===== src/gou_pkg.sv =====
`timescale 1ns / 1ps
// ----------------------------------------------------------------------------
// gou_pkg: shared types and arithmetic for the optimizer update unit
// Config layout, queue item, Q8.24 rounding and saturation helpers.
// ----------------------------------------------------------------------------
package gou_pkg;

  localparam int unsigned GOU_ENTRIES   = 4096;
  localparam int unsigned GOU_BATCH_MAX = 256;
  localparam int unsigned QUEUE_DEPTH   = 2;

  localparam int unsigned ENTRY_W  = 12;
  localparam int unsigned DATA_W   = 32;
  localparam int unsigned FACTOR_W = 25;
  localparam int unsigned BATCH_W  = 9;
  localparam int unsigned ACC_W    = 48;
  localparam int unsigned CFG_IDX_W = 3;

  localparam logic [FACTOR_W-1:0] ONE_Q24 = 25'd16777216;

  typedef enum logic [1:0] {
    MODE_MOMENTUM = 2'd0,
    MODE_RMSPROP  = 2'd1,
    MODE_ADAGRAD  = 2'd2,
    MODE_ADAM     = 2'd3
  } mode_e;

  typedef enum logic [CFG_IDX_W-1:0] {
    CFG_MODE        = 3'd0,
    CFG_LEARN_RATE  = 3'd1,
    CFG_MOMENTUM    = 3'd2,
    CFG_DECAY_GAMMA = 3'd3,
    CFG_BETA_FIRST  = 3'd4,
    CFG_BETA_SECOND = 3'd5,
    CFG_BATCH_SIZE  = 3'd6
  } cfg_idx_e;

  typedef struct packed {
    mode_e                mode;
    logic [FACTOR_W-1:0]  learning_rate;
    logic [FACTOR_W-1:0]  momentum_coeff;
    logic [FACTOR_W-1:0]  decay_gamma;
    logic [FACTOR_W-1:0]  beta_first;
    logic [FACTOR_W-1:0]  beta_second;
    logic [BATCH_W-1:0]   batch_size;
  } cfg_t;

  // bias set: value holds the error term, else the finished batch sum
  typedef struct packed {
    logic                     bias;
    logic [ENTRY_W-1:0]       entry;
    logic signed [ACC_W-1:0]  value;
  } item_t;

  // add half an LSB, floor to Q8.24
  function automatic logic signed [67:0] rnd24(input logic signed [67:0] x);
    logic signed [67:0] t;
    t = x + 68'sd8388608;
    return t >>> 24;
  endfunction

  function automatic logic signed [31:0] sat32(input logic signed [67:0] x);
    if (x > 68'sd2147483647) return 32'sh7fffffff;
    else if (x < -68'sd2147483648) return 32'sh80000000;
    else return x[31:0];
  endfunction

  function automatic logic signed [31:0] satpos32(input logic signed [67:0] x);
    if (x < 68'sd0) return 32'sd0;
    else if (x > 68'sd2147483647) return 32'sh7fffffff;
    else return x[31:0];
  endfunction

  // sign and magnitude back to saturated two's complement
  function automatic logic signed [31:0] sat_mag(input logic neg, input logic [55:0] mag);
    if (!neg) return (mag > 56'h7fffffff) ? 32'sh7fffffff : mag[31:0];
    else return (mag > 56'h80000000) ? 32'sh80000000 : 32'(32'd0 - mag[31:0]);
  endfunction

  function automatic logic [FACTOR_W-1:0] fclip(input logic [FACTOR_W-1:0] f);
    return (f > ONE_Q24) ? ONE_Q24 : f;
  endfunction

endpackage


===== src/gou_queue.sv =====
`timescale 1ns / 1ps
// ----------------------------------------------------------------------------
// gou_queue: short queue between front and back
// Small first-in first-out store of gradient items.
// ----------------------------------------------------------------------------
module gou_queue import gou_pkg::*; (
  input  logic  clk_i,
  input  logic  rst_ni,
  input  logic  push_i,
  input  item_t item_i,
  output logic  full_o,
  input  logic  pop_i,
  output item_t item_o,
  output logic  empty_o
);

  localparam int unsigned PTR_W = $clog2(QUEUE_DEPTH);
  localparam int unsigned CNT_W = $clog2(QUEUE_DEPTH + 1);

  item_t             store_q [QUEUE_DEPTH];
  logic [PTR_W-1:0]  wr_q, rd_q;
  logic [CNT_W-1:0]  cnt_q;

  assign full_o  = (cnt_q == CNT_W'(QUEUE_DEPTH));
  assign empty_o = (cnt_q == '0);
  assign item_o  = store_q[rd_q];

  always_ff @(posedge clk_i) begin
    if (push_i) store_q[wr_q] <= item_i;
  end

  always_ff @(posedge clk_i or negedge rst_ni) begin
    if (!rst_ni) begin
      wr_q  <= '0;
      rd_q  <= '0;
      cnt_q <= '0;
    end else begin
      if (push_i) wr_q <= wr_q + 1'b1;
      if (pop_i) rd_q <= rd_q + 1'b1;
      cnt_q <= cnt_q + CNT_W'(push_i) - CNT_W'(pop_i);
    end
  end

endmodule


===== config.mk =====
export PLATFORM = sky130hd
export DESIGN_NAME = gou_queue
export DESIGN_NICKNAME = d
export VERILOG_FILES = /design/src/gou_pkg.sv /design/src/gou_queue.sv
export SDC_FILE = /design/constraint.sdc
export NUM_CORES = 1
export LEC_CHECK = 0
export BUFFER_PORTS_ARGS = -buffer_cell sky130_fd_sc_hd__buf_4
export CORE_MARGIN = 4
export CORE_UTILIZATION = 40
export CTS_CLUSTER_DIAMETER = 100
export CTS_CLUSTER_SIZE = 40
export DETAILED_ROUTE_END_ITERATION = 10
export PLACE_DENSITY = 0.69
export SKIP_CTS_REPAIR_TIMING = 1
export SLEW_MARGIN = 20
export SYNTH_ARGS = -nofsm -noshare
export SYNTH_HDL_FRONTEND = slang
export SYNTH_SLANG_ARGS = --single-unit

===== constraint.sdc =====
create_clock -name clk_i -period 9 [get_ports clk_i]
set_input_delay 0.9 -clock clk_i [delete_from_list [all_inputs] [get_ports clk_i]]
set_output_delay 0.9 -clock clk_i [all_outputs]
set_load 0.005 [all_outputs]

Word level (Yosys, flattened, before mapping)
Memory sizes are Yosys's and may differ from the RTL's.
Index checks and enable logic that the tools add are counted.
{"block": "classes", "n_addsub": 4, "n_eq_ne": 1, "muxes": 2, "reduce_logical": 1}
{"operator": "adder 1 bit, second input constant", "count": 2}
{"operator": "adder 2 x 1 -> 2 bit", "count": 1}
{"operator": "equality test 2 bit, second input constant", "count": 1}
{"operator": "zero test 2 bit", "count": 1}
{"operator": "two-way mux 1 bit", "count": 2}
{"operator": "subtractor 2 x 1 -> 2 bit", "count": 1}
{"block": "totals", "ff_bits": 4, "ramBits": 122, "in_bits": 65, "elab_cells": 12, "n_memories": 1}
{"memory": "store_q", "words": 2, "width": 61, "read_ports": 1, "rd_ports_with_merged_regs": 0, "write_ports": 1, "line_no": "gou_queue.sv:20", "text": "item_t store_q [QUEUE_DEPTH];"}

Longest topological paths before layout
{"block": "logic_depth", "word_depth": 2, "ltp_mapped": 5, "mapped_depth_nobuf": 5}

Worst setup path after synthesis
OpenSTA, ideal clock, no wires.
{"block": "synth_path", "path_type": "input to register", "startpoint": "in push_i", "endpoint": "mem store_q[0][0] (netlist name) (enable)", "t_arrival_ns": 3.586, "required_ns": 8.513, "slack_ns": 4.926, "cell_stages": 1, "cell_sequence": "nor2b_1"}
{"block": "synth_between", "elab_chain_len": 2}
{"element": "from (decl)", "line_no": "gou_queue.sv:9", "text": "input logic push_i,"}
{"element": "two-way mux 1 bit", "line_no": "gou_queue.sv:29", "text": "if (push_i) store_q[wr_q] <= item_i;"}
{"element": "two-way mux 1 bit (implied by the code)", "line_no": "gou_queue.sv:29"}
{"element": "to (decl)", "line_no": "gou_queue.sv:20"}
No other way between the ends.

==> impl_metrics.json <==
{
  "numPortBuffers": 127,
  "slew_violations": 0,
  "status": "finished clean",
  "vias": 2320,
  "drc": 0,
  "p_sw_uw": 497.6,
  "grtUsageTotal_pct": 12.28,
  "syn_area_mm2": 0.004900,
  "slowest_stage": "dfrtp_4",
  "core_area_mm2": 0.01201,
  "gp_congestion": 0.6981,
  "hold_class": "in2async",
  "fin_crit_ns": 2.929,
  "met2WireLength_um": 4216,
  "grt_pass1_wl_um": 12950,
  "syn_nets": 272,
  "rsz0062_at_grt": "false",
  "grt_pass1_vias": 2567,
  "regArea_mm2": 0.003767,
  "power.share.combinational_pct": 29.3,
  "top_layer": "met4",
  "seq_power_share_pct": 41.9,
  "max_stage_delay_ns": 0.78,
  "netlist_top_cells_area": "edfxtp_1 75%, mux2_4 18%, buf_12 2.5%",
  "synth_warnings": 0,
  "cts_sinks": 126,
  "cpLargestDelayFamily": "flip-flops",
  "period_share_pct": 32.55,
  "crit_arrival_ns": 2.03,
  "critPathLaunchType": "flop",
  "cp_num_cells": 3,
  "finalWirelength_um": 8164,
  "boundaryPins": 128,
  "swShare_pct": 24.57,
  "worstMarginPinSlew_ns": 0.8359,
  "fillCellCount": 980,
  "synth.avg_cell_area_um2": 23.90,
  "area_growth_pct": 32.10,
  "vias_per_cell": 4.585,
  "fp.dieW_um": 118.7,
  "wl_per_cell_um": 16.13,
  "critPathBufInv": 2,
  "setup_violations": 0,
  "htreeDepth": 4,
  "clk-insertion-delay-late_ns": 0.40,
  "die_area_mm2": 0.01408,
  "die_y_um": 118.7,
  "power_mw": 2.025,
  "fmax_ghz": 0.3414,
  "multiInputGateArea_mm2": 0.001006,
  "wl_met3_um": 591,
  "ys_types": 13,
  "ys_seq_area_share_pct": 76.81,
  "cp.required_ns": 8.10,
  "cts_tree": "done",
  "clock-skew-final_ns": 0.004841,
  "nets": 414,
  "drt_iter0_drc": 170,
  "slew_headroom_pct": 44.15,
  "initial_core_util_pct": 40.79,
  "first_pass_iters": 4,
  "post_synth_inst_count": 205,
  "tns_ns": 0,
  "p_clk_share_pct": 28.8,
  "cap_violations": 0,
  "hold_viol": 0,
  "cts_root_buf": "clkbuf_16",
  "crit_path_max_fanout": 36,
  "clockBufferDepth": 2,
  "power_density_mw_per_mm2": 312.9,
  "worstRegToRegCells": 2,
  "internal_power_mw": 1.527,
  "ant_nets": 0,
  "grt_antenna_before_repair": 0,
  "synth_top_area_share_pct": 74.77,
  "diodes": 0,
  "ys_ff_latch": 126,
  "rows": 40,
  "end_kind": "output pin",
  "hpwl_um": 5428,
  "drive_above_1_share_pct": 60.17,
  "cts_buffers": 17,
  "path_cells": "buf_16 -> mux2_2 -> buf_4",
  "cts.clk_slew.worst_paths_ns": 0.05,
  "met1_length_um": 3258,
  "grt.overflow.total": 0,
  "peakVddDrop_v": 0.0001751,
  "crit_type": "reg2out",
  "synth_largest_area_cell": "edfxtp_1",
  "grt_max_degree": 37,
  "fin_hold_ws_ns": 0.2836,
  "power_leakage_nw": 2.630
}
-- worst paths after layout --
kind                         from              to  slack, ns
max                          rd_q      item_o[50]       6.07
min                        rst_ni            rd_q       0.28
max reg2reg                  wr_q  store_q[0][30]       7.00
min reg2reg                  wr_q            wr_q       0.55
max in group asynchronous  rst_ni            rd_q       8.60
min in group clk_i           wr_q            wr_q       0.55
-- area by class of cell --
cell class,count,share of cell area (%)
clock buffers,19,6.689
clock inverters,12,1.218
inverters,2,0.1160
multi-input cells,70,15.54
flip-flops and latches,126,58.21
well taps,147,2.842
repair buffers,130,15.39
-- stage by stage --
step                cell area [um2]  cells  util, %  setup slack, ns
finish                         6472    506    53.89            6.071
floorplan                      4900    205        -            4.926
global route                   6472    506    53.89            5.959
global placement               5933    474    49.40            6.318
CTS                            6472    506    53.89            5.999
detailed placement             5961    475    49.63            6.328
-- worst reg2reg max path, stage by stage, from the launching register on --
cell     delay (ns)
dfrtp_1        0.42
nor2b_4        0.68
buf_4          0.53
-- per-layer routing --
layer | up-vias | track usage, %
met5 | - | 0
met4 | 0 | 5.431
met3 | 10 | 6.411
met2 | 85 | 19.96
met1 | 1132 | 13.37
li1 | 1093 | -
-- cell families (layout without fill, tap and decap cells) --
logic type | after synthesis | after routing | synth area share [%]
flops | 126 | 126 | 76.81
mux | 61 | 61 | 18.54
buf+inv | 9 | 163 | 2.835
simple gates | 4 | 4 | 0.4596
xor+xnor | 3 | 3 | 0.8427
fa+ha+maj | 2 | 2 | 0.5106
-- state kept, by name, indices dropped and copies added (netlist names) --
name	flops
cnt_q	2
wr_q	1
store_q	122
rd_q	1
-- power groups by stage --
| stage | sequential [mW] | combinational [mW] | clock, mW |
|---|---|---|---|
| 2_1_floorplan | 0.822 | 0.422 | 0 |
| 3_3_place_gp | 0.897 | 0.557 | 0 |
| 3_5_place_dp | 0.863 | 0.608 | 0 |
| 4_1_cts | 0.852 | 0.611 | 0.599 |
| 5_1_grt | 0.862 | 0.639 | 0.632 |
| 6_report | 0.849 | 0.594 | 0.583 |
-- layout by cell type (no fill, tap or decap), drive strengths merged --
cell,instances
dfrtp,4
and2,1
xor2,2
buf,130
clkbuf,19
clkinvlp,1
nor2,1
inv,2
nor2b,2
mux2,61
clkinv,10
edfxtp,122
xor3,1
bufinv,1
ha,2
-- synthesized netlist by cell type --
| master | number |
|---|---|
| nor2b_1 | 2 |
| dfrtp_1 | 4 |
| edfxtp_1 | 122 |
| nor2_1 | 1 |
| buf_6 | 1 |
| xor3_1 | 1 |
| mux2_2 | 2 |
| ha_1 | 2 |
| inv_1 | 2 |
| and2_1 | 1 |
| mux2_4 | 59 |
| buf_12 | 6 |
| xor2_1 | 2 |
Note: power is estimated with default switching activity, not from simulation.
