===== src/gou_pkg.sv =====
`timescale 1ns / 1ps
// ----------------------------------------------------------------------------
// gou_pkg: shared types and arithmetic for the optimizer update unit
// Config layout, queue item, Q8.24 rounding and saturation helpers.
// ----------------------------------------------------------------------------
package gou_pkg;

  localparam int unsigned GOU_ENTRIES   = 4096;
  localparam int unsigned GOU_BATCH_MAX = 256;
  localparam int unsigned QUEUE_DEPTH   = 2;

  localparam int unsigned ENTRY_W  = 12;
  localparam int unsigned DATA_W   = 32;
  localparam int unsigned FACTOR_W = 25;
  localparam int unsigned BATCH_W  = 9;
  localparam int unsigned ACC_W    = 48;
  localparam int unsigned CFG_IDX_W = 3;

  localparam logic [FACTOR_W-1:0] ONE_Q24 = 25'd16777216;

  typedef enum logic [1:0] {
    MODE_MOMENTUM = 2'd0,
    MODE_RMSPROP  = 2'd1,
    MODE_ADAGRAD  = 2'd2,
    MODE_ADAM     = 2'd3
  } mode_e;

  typedef enum logic [CFG_IDX_W-1:0] {
    CFG_MODE        = 3'd0,
    CFG_LEARN_RATE  = 3'd1,
    CFG_MOMENTUM    = 3'd2,
    CFG_DECAY_GAMMA = 3'd3,
    CFG_BETA_FIRST  = 3'd4,
    CFG_BETA_SECOND = 3'd5,
    CFG_BATCH_SIZE  = 3'd6
  } cfg_idx_e;

  typedef struct packed {
    mode_e                mode;
    logic [FACTOR_W-1:0]  learning_rate;
    logic [FACTOR_W-1:0]  momentum_coeff;
    logic [FACTOR_W-1:0]  decay_gamma;
    logic [FACTOR_W-1:0]  beta_first;
    logic [FACTOR_W-1:0]  beta_second;
    logic [BATCH_W-1:0]   batch_size;
  } cfg_t;

  // bias set: value holds the error term, else the finished batch sum
  typedef struct packed {
    logic                     bias;
    logic [ENTRY_W-1:0]       entry;
    logic signed [ACC_W-1:0]  value;
  } item_t;

  // add half an LSB, floor to Q8.24
  function automatic logic signed [67:0] rnd24(input logic signed [67:0] x);
    logic signed [67:0] t;
    t = x + 68'sd8388608;
    return t >>> 24;
  endfunction

  function automatic logic signed [31:0] sat32(input logic signed [67:0] x);
    if (x > 68'sd2147483647) return 32'sh7fffffff;
    else if (x < -68'sd2147483648) return 32'sh80000000;
    else return x[31:0];
  endfunction

  function automatic logic signed [31:0] satpos32(input logic signed [67:0] x);
    if (x < 68'sd0) return 32'sd0;
    else if (x > 68'sd2147483647) return 32'sh7fffffff;
    else return x[31:0];
  endfunction

  // sign and magnitude back to saturated two's complement
  function automatic logic signed [31:0] sat_mag(input logic neg, input logic [55:0] mag);
    if (!neg) return (mag > 56'h7fffffff) ? 32'sh7fffffff : mag[31:0];
    else return (mag > 56'h80000000) ? 32'sh80000000 : 32'(32'd0 - mag[31:0]);
  endfunction

  function automatic logic [FACTOR_W-1:0] fclip(input logic [FACTOR_W-1:0] f);
    return (f > ONE_Q24) ? ONE_Q24 : f;
  endfunction

endpackage


===== src/gou_front.sv =====
`timescale 1ns / 1ps
// ----------------------------------------------------------------------------
// gou_front: input stage
// Takes items, accumulates weight products, queues finished gradients.
// ----------------------------------------------------------------------------
module gou_front import gou_pkg::*; (
  input  logic                      clk_i,
  input  logic                      rst_ni,
  input  logic                      in_valid_i,
  output logic                      in_stall_o,
  input  logic                      op_i,
  input  logic [ENTRY_W-1:0]        entry_i,
  input  logic signed [DATA_W-1:0]  activation_i,
  input  logic signed [DATA_W-1:0]  error_term_i,
  input  logic                      last_sample_i,
  output logic                      push_o,
  output item_t                     item_o,
  input  logic                      full_i
);

  typedef enum logic [1:0] {F_IDLE, F_MUL, F_ACC, F_PUSH} fstate_e;

  fstate_e                  state_q;
  logic signed [ACC_W-1:0]  acc_q;
  logic signed [ACC_W-1:0]  acc_new;
  logic signed [67:0]       acc_sum;
  logic signed [DATA_W-1:0] act_q, err_q;
  logic signed [63:0]       prod_q;
  logic                     last_q;
  item_t                    item_q;

  assign in_stall_o = (state_q != F_IDLE);
  assign push_o     = (state_q == F_PUSH) && !full_i;
  assign item_o     = item_q;

  always_comb begin
    acc_sum = 68'(acc_q) + rnd24(68'(prod_q));
    if (acc_sum > 68'sd140737488355327) acc_new = 48'sh7fffffffffff;
    else if (acc_sum < -68'sd140737488355328) acc_new = 48'sh800000000000;
    else acc_new = acc_sum[ACC_W-1:0];
  end

  always_ff @(posedge clk_i) begin
    prod_q <= act_q * err_q;
  end

  always_ff @(posedge clk_i or negedge rst_ni) begin
    if (!rst_ni) begin
      state_q <= F_IDLE;
      acc_q   <= '0;
      act_q   <= '0;
      err_q   <= '0;
      last_q  <= 1'b0;
      item_q  <= '0;
    end else begin
      unique case (state_q)
        F_IDLE: begin
          if (in_valid_i) begin
            act_q        <= activation_i;
            err_q        <= error_term_i;
            last_q       <= last_sample_i;
            item_q.bias  <= op_i;
            item_q.entry <= entry_i;
            item_q.value <= 48'(error_term_i);
            state_q      <= op_i ? F_PUSH : F_MUL;
          end
        end
        F_MUL: state_q <= F_ACC;
        F_ACC: begin
          if (last_q) begin
            item_q.value <= acc_new;
            acc_q        <= '0;
            state_q      <= F_PUSH;
          end else begin
            acc_q   <= acc_new;
            state_q <= F_IDLE;
          end
        end
        F_PUSH: if (!full_i) state_q <= F_IDLE;
        default: state_q <= F_IDLE;
      endcase
    end
  end

endmodule


===== config.mk =====
export PLATFORM = sky130hd
export DESIGN_NAME = gou_front
export DESIGN_NICKNAME = d
export VERILOG_FILES = /design/src/gou_pkg.sv /design/src/gou_front.sv
export SDC_FILE = /design/constraint.sdc
export NUM_CORES = 2
export LEC_CHECK = 0
export ABC_AREA = 1
export ABC_CLOCK_PERIOD_IN_PS = 9710
export BUFFER_PORTS_ARGS = -buffer_cell sky130_fd_sc_hd__buf_4
export CAP_MARGIN = 40
export CORE_MARGIN = 3
export CORE_UTILIZATION = 44
export DETAILED_ROUTE_END_ITERATION = 16
export PLACE_DENSITY = 0.71
export SYNTH_ARGS = -nofsm -noshare
export SYNTH_HDL_FRONTEND = slang
export SYNTH_SLANG_ARGS = --single-unit

===== constraint.sdc =====
create_clock -name clk_i -period 9.71 [get_ports clk_i]
set_input_delay 0.4855 -clock clk_i [delete_from_list [all_inputs] [get_ports clk_i]]
set_output_delay 0.4855 -clock clk_i [all_outputs]
set_load 0.02 [all_outputs]

== Yosys cells after proc, flatten, opt, wreduce, memory -nomap -nowiden ==
Cells that the tools add are included.

* Equality and inequality tests: 6
* $lt $le $gt $ge: 2
* Bitwise gates (word level): 0
* Multiply operators: 1
* $add $sub $neg: 2
* Divide/modulo/power cells: 0
* Reductions and logical operators: 8
* Shift-type cells: 0
* Muxes and demuxes: 11

{| class="wikitable"
|+ Operators with widths
! operator !! count
|-
| 48-bit 2-to-1 mux || 5
|-
| 48-bit case mux with 2 select lines || 1
|-
| 64-bit by 25-bit adder with 65-bit output, second input constant || 1
|-
| 32-bit by 32-bit multiplier with 64-bit output || 1
|-
| 48-bit by 41-bit adder with 49-bit output || 1
|-
| 49-bit by 48-bit greater-than comparator with 1-bit output, second input constant || 1
|-
| 49-bit by 48-bit < comparator with 1-bit output, second input constant || 1
|-
| 2-bit 2-to-1 mux || 4
|-
| 2-bit case mux with 4 select lines || 1
|-
| 2-bit != test, second input constant || 3
|-
| 2-bit == test, second input constant || 2
|-
| 2-bit AND reduction || 2
|-
| 2-bit nonzero test || 2
|-
| 3-bit AND reduction || 1
|-
| 2-bit by 1-bit == test with 1-bit output, second input constant || 1
|-
| 2-bit logical NOT || 1
|-
| 1-bit logical AND || 1
|-
| 1-bit logical NOT || 1
|}

* Flip-flop bits (word level): 240
* Bits in latches: 0
* Memory bits (writable): 0
* ROM bits: 0
* Output and inout bits: 63
* Word-level logic and storage cells: 39
* Bits of input ports: 82
* Memories: 0

== Depth between registers and ports, before layout ==
* Depth in word-level cells: 7
* Depth in mapped cells: 32

== Least setup slack after synthesis ==
No wires, ideal clock.

* Path kind: reg-to-reg
* Start: register act_q[31]
* End: register prod_q[62]
* Path slack: 2.158 ns
* Arrival time: 7.440 ns
* Cell stages (with the launch flop): 27
* Cells stage by stage: dfrtp_1 > clkbuf_1 > clkbuf_1 > nand2_1 > fa_1 > fa_1 > inv_1 > fa_1 > inv_1 > fa_1 > inv_1 > fa_1 > fa_1 > inv_1 > fa_1 > fa_1 > inv_1 > ha_1 > nand2_1 > nor2_1 > inv_1 > nor4_1 > nand2_1 > nor2_1 > o21ai_0 > nand3_1 > nand2_1

* Word-level cells in the longest chain between the ends: 1

{| class="wikitable"
|+ RTL lines
! what !! RTL line !! source
|-
| start: declaration || gou_front.sv:27 || <nowiki>logic signed [DATA_W-1:0] act_q, err_q;</nowiki>
|-
| start signal: assignment || gou_front.sv:59 || <nowiki>act_q <= activation_i;</nowiki>
|-
| 32-bit by 32-bit multiplier with 64-bit output || gou_front.sv:44 || <nowiki>prod_q <= act_q * err_q;</nowiki>
|-
| end signal: assignment || gou_front.sv:44 ||
|-
| end: declaration || gou_front.sv:28 || <nowiki>logic signed [63:0] prod_q;</nowiki>
|}

Every way passes these cells.
A chain may end at the register's enable or synchronous reset.

== Final worst setup path ==
* Start: register err_q[5]
* End: register prod_q[57]

* Word-level cells in the longest chain between the ends: 1

{| class="wikitable"
|+ RTL lines
! what !! RTL line !! source
|-
| start: declaration || gou_front.sv:27 ||
|-
| start signal: assignment || gou_front.sv:60 || <nowiki>err_q <= error_term_i;</nowiki>
|-
| 32-bit by 32-bit multiplier with 64-bit output || gou_front.sv:44 ||
|}

Every way passes these cells.

==> summary.txt <==
Sequential share of the synthesized area = 10.1%
Clock Skews = 53.3 ps
DR WL/cell = 19.2 um
Proportion of layout cells with a drive suffix above 1 = 6.85%
Finished Cell Area = 55700 um2
CTS tree = done
Die Height = 349 um
Clock transition at the registers of the reported paths = 70 ps
Hold Crit Class = in2reg
Critical path peak fanout = 21
DR vias/cell = 5.06
Clock Latency Late Sink = 670 ps
DRT Pass-1 Iters = 6
Initial Util = 44.4%
Synth Cell Area = 51600 um2
Critical Path RT = 10270 ps
Status = finished clean
Post-synthesis register bit count = 217
Antenna Nets Post-Route = 0
Max-slew headroom = 32.8%
Clock root cell = clkbuf_16
Number of library cell types mapped by synthesis = 44
Yosys top cell area share = 41.9%
P&R area growth vs syn = 7.85%
DP Area = 54600 um2
Syn_area_per_cell = 7.57 um2
Worst slew pin tran = 1010 ps
Yosys warnings = 0
First-pass GRT wire length = 257 mm
GRT Total Usage = 27.2%
Final net count = 8197
Setup tns final = 0 ps
Core Box Area = 116000 um2
Max-cap violations = 0
Post-CTS Resized = 0
Post-Syn Nets = 8215
Diodes inserted = 0
RSZ-0062 raised after global routing = false
# DRC = 0
Fmax = 113 MHz
GP Congestion = 0.961
Area leader, netlist = fa_1
Vias in the first global route = 45438
Initial antenna violation count = 2
Final HPWL DP = 134 mm
Clock Path Buffers = 3
Fin crit share = 91.0%
I/O pins = 145
Postcts setup bufs = 0
Dominant cells by area after synthesis = fa_1 42%, nand2_1 14%, inv_1 14%
Hold buffers post-CTS = 7
CP Launch Type = flip-flop
Row count = 125
Via count = 42293
Die X-Extent = 349 um
Post-layout min period = 8830 ps
Port Buffers = 144
Crit Path Category = reg2reg
CTS Buf Count = 30
Routed WL = 160 mm
CTS H-tree depth = 1
Cells after synthesis = 6822
Die ar. = 122000 um2
CTS sink cnt = 217
Hold Fails Final Rpt = 0
GR Overflow Total = 0
Number of DRC markers in iteration 0 = 3166
WP data arrival = 9390 ps
Final setup viols = 0
Slew Limit Fails = 0
Fillers = 11352
Pin count of the biggest net entering global routing = 81
Worst setup EP type = flip-flop
==> state kept, by name (all words and copies together), names as in the netlist <==
signal,cells
acc_q,48
act_q,32
err_q,32
item_o,61
last_q,1
prod_q,41
state_q,2
==> cells in the mapped netlist <==
library cell  instances
nand2_1            1932
inv_1              1920
fa_1               1082
clkbuf_1            288
nor2_1              241
ha_1                229
nand3_1             202
dfrtp_1             176
a21oi_1             149
o21ai_0             136
xor2_1               73
or2_2                56
nand2_2              49
dfxtp_1              41
nand4_1              38
xnor2_1              38
o21bai_1             20
nor3_1               17
buf_2                15
nor4_1               13
a21o_1               12
inv_2                12
buf_1                10
nor2_2               10
a31oi_1               9
o21a_1                8
nor2_4                6
a21boi_0              4
and2_1                4
and3_1                4
buf_8                 4
nand3_2               4
a211oi_1              3
clkinv_1              3
nor3_2                3
o2111ai_1             2
o22ai_1               2
a21oi_2               1
nand2_4               1
nand3b_1              1
o211ai_1              1
o221ai_1              1
or2_0                 1
or4_1                 1
==> area by class of cell <==
cell class	instances	area, um2	area share [%]
multi-input combinational	4353	37900	68.1
inverter	1935	7270	13.0
sequential	217	5240	9.40
timing repair buffer	267	2330	4.19
tap	1524	1910	3.42
clock buffer	36	813	1.46
clock inverter	20	226	0.407
==> final timing paths <==
check	start	to	slack, ps	cells past startpoint
min in group asynchronous	rst_ni	act_q[9]$_DFFE_PN0P_	380	2
max reg2reg	err_q[5]$_DFFE_PN0P_	prod_q[57]$_DFF_P_	880	26
min reg2reg	item_o[48]$_DFFE_PN0P_	item_o[48]$_DFFE_PN0P_	470	2
max in group asynchronous	rst_ni	item_o[25]$_DFFE_PN0P_	7200	4
min	entry_i[2]	item_o[50]$_DFFE_PN0P_	20	3
max	err_q[5]$_DFFE_PN0P_	prod_q[57]$_DFF_P_	880	26
==> cells by family (layout without fill, tap and decap cells) <==
| kind of cell | count (synthesis) | after routing | share of synthesized area (%) |
|---|---|---|---|
| flops | 217 | 217 | 10.1 |
| compound gates | 348 | 348 | 3.66 |
| xor+xnor | 111 | 111 | 1.88 |
| buf+inv | 2252 | 2258 | 16.5 |
| fa+ha+maj | 1311 | 1311 | 47.5 |
| simple gates | 2583 | 2583 | 20.4 |
==> stage by stage <==
stage	setup WS (ps)	hold slack, ps	util, %	std cells
finish	878	24.3	47.9	8352
global route	396	22.8	47.9	8352
CTS	875	1.25	47.9	8351
detailed placement	969	460	46.9	8288
global placement	1010	455	46.5	8270
floorplan	2160	190	-	6822
==> critical path, stage by stage (launching register included) <==
cell and delay (ps):
dfrtp_1 920, nand2_1 260, inv_1 160, fa_1 400, inv_1 240, fa_1 460, inv_1 220, fa_1 500
inv_1 90, fa_1 510, inv_1 530, fa_1 570, fa_1 430, inv_1 90, fa_1 430, fa_1 490
inv_1 50, ha_1 460, nand2_1 150, nor2_1 160, inv_1 90, nor2_1 100, inv_1 110, nor4_1 620
nand4_1 290, nand3_1 190, xor2_1 150
==> cell usage in the layout, fill, tap and decap left out, drive strengths merged, types with 38 or more instances in the layout <==
cell type,instances
xnor2,38
nand3,206
inv,1938
o21ai,136
buf,258
ha,229
or2,57
dfrtp,176
xor2,73
fa,1082
dfxtp,41
nand2,1982
nor2,257
nand4,38
a21oi,150
==> layer usage <==
| layer | wire length (um) | share of wire [%] | vias to the layer above | GRT usage [%] |
|---|---|---|---|---|
| met5 | 0 | 0 | - | 0 |
| met4 | 6770 | 4.2 | 0 | 9.83 |
| met3 | 13200 | 8.3 | 365 | 4.46 |
| met2 | 73900 | 46 | 1774 | 44.7 |
| met1 | 66200 | 41 | 20941 | 36.3 |
| li1 | - | - | 19213 | - |
Power is not shown: default switching activity piles up to over one toggle a cycle in this logic, so the estimate is an artifact.
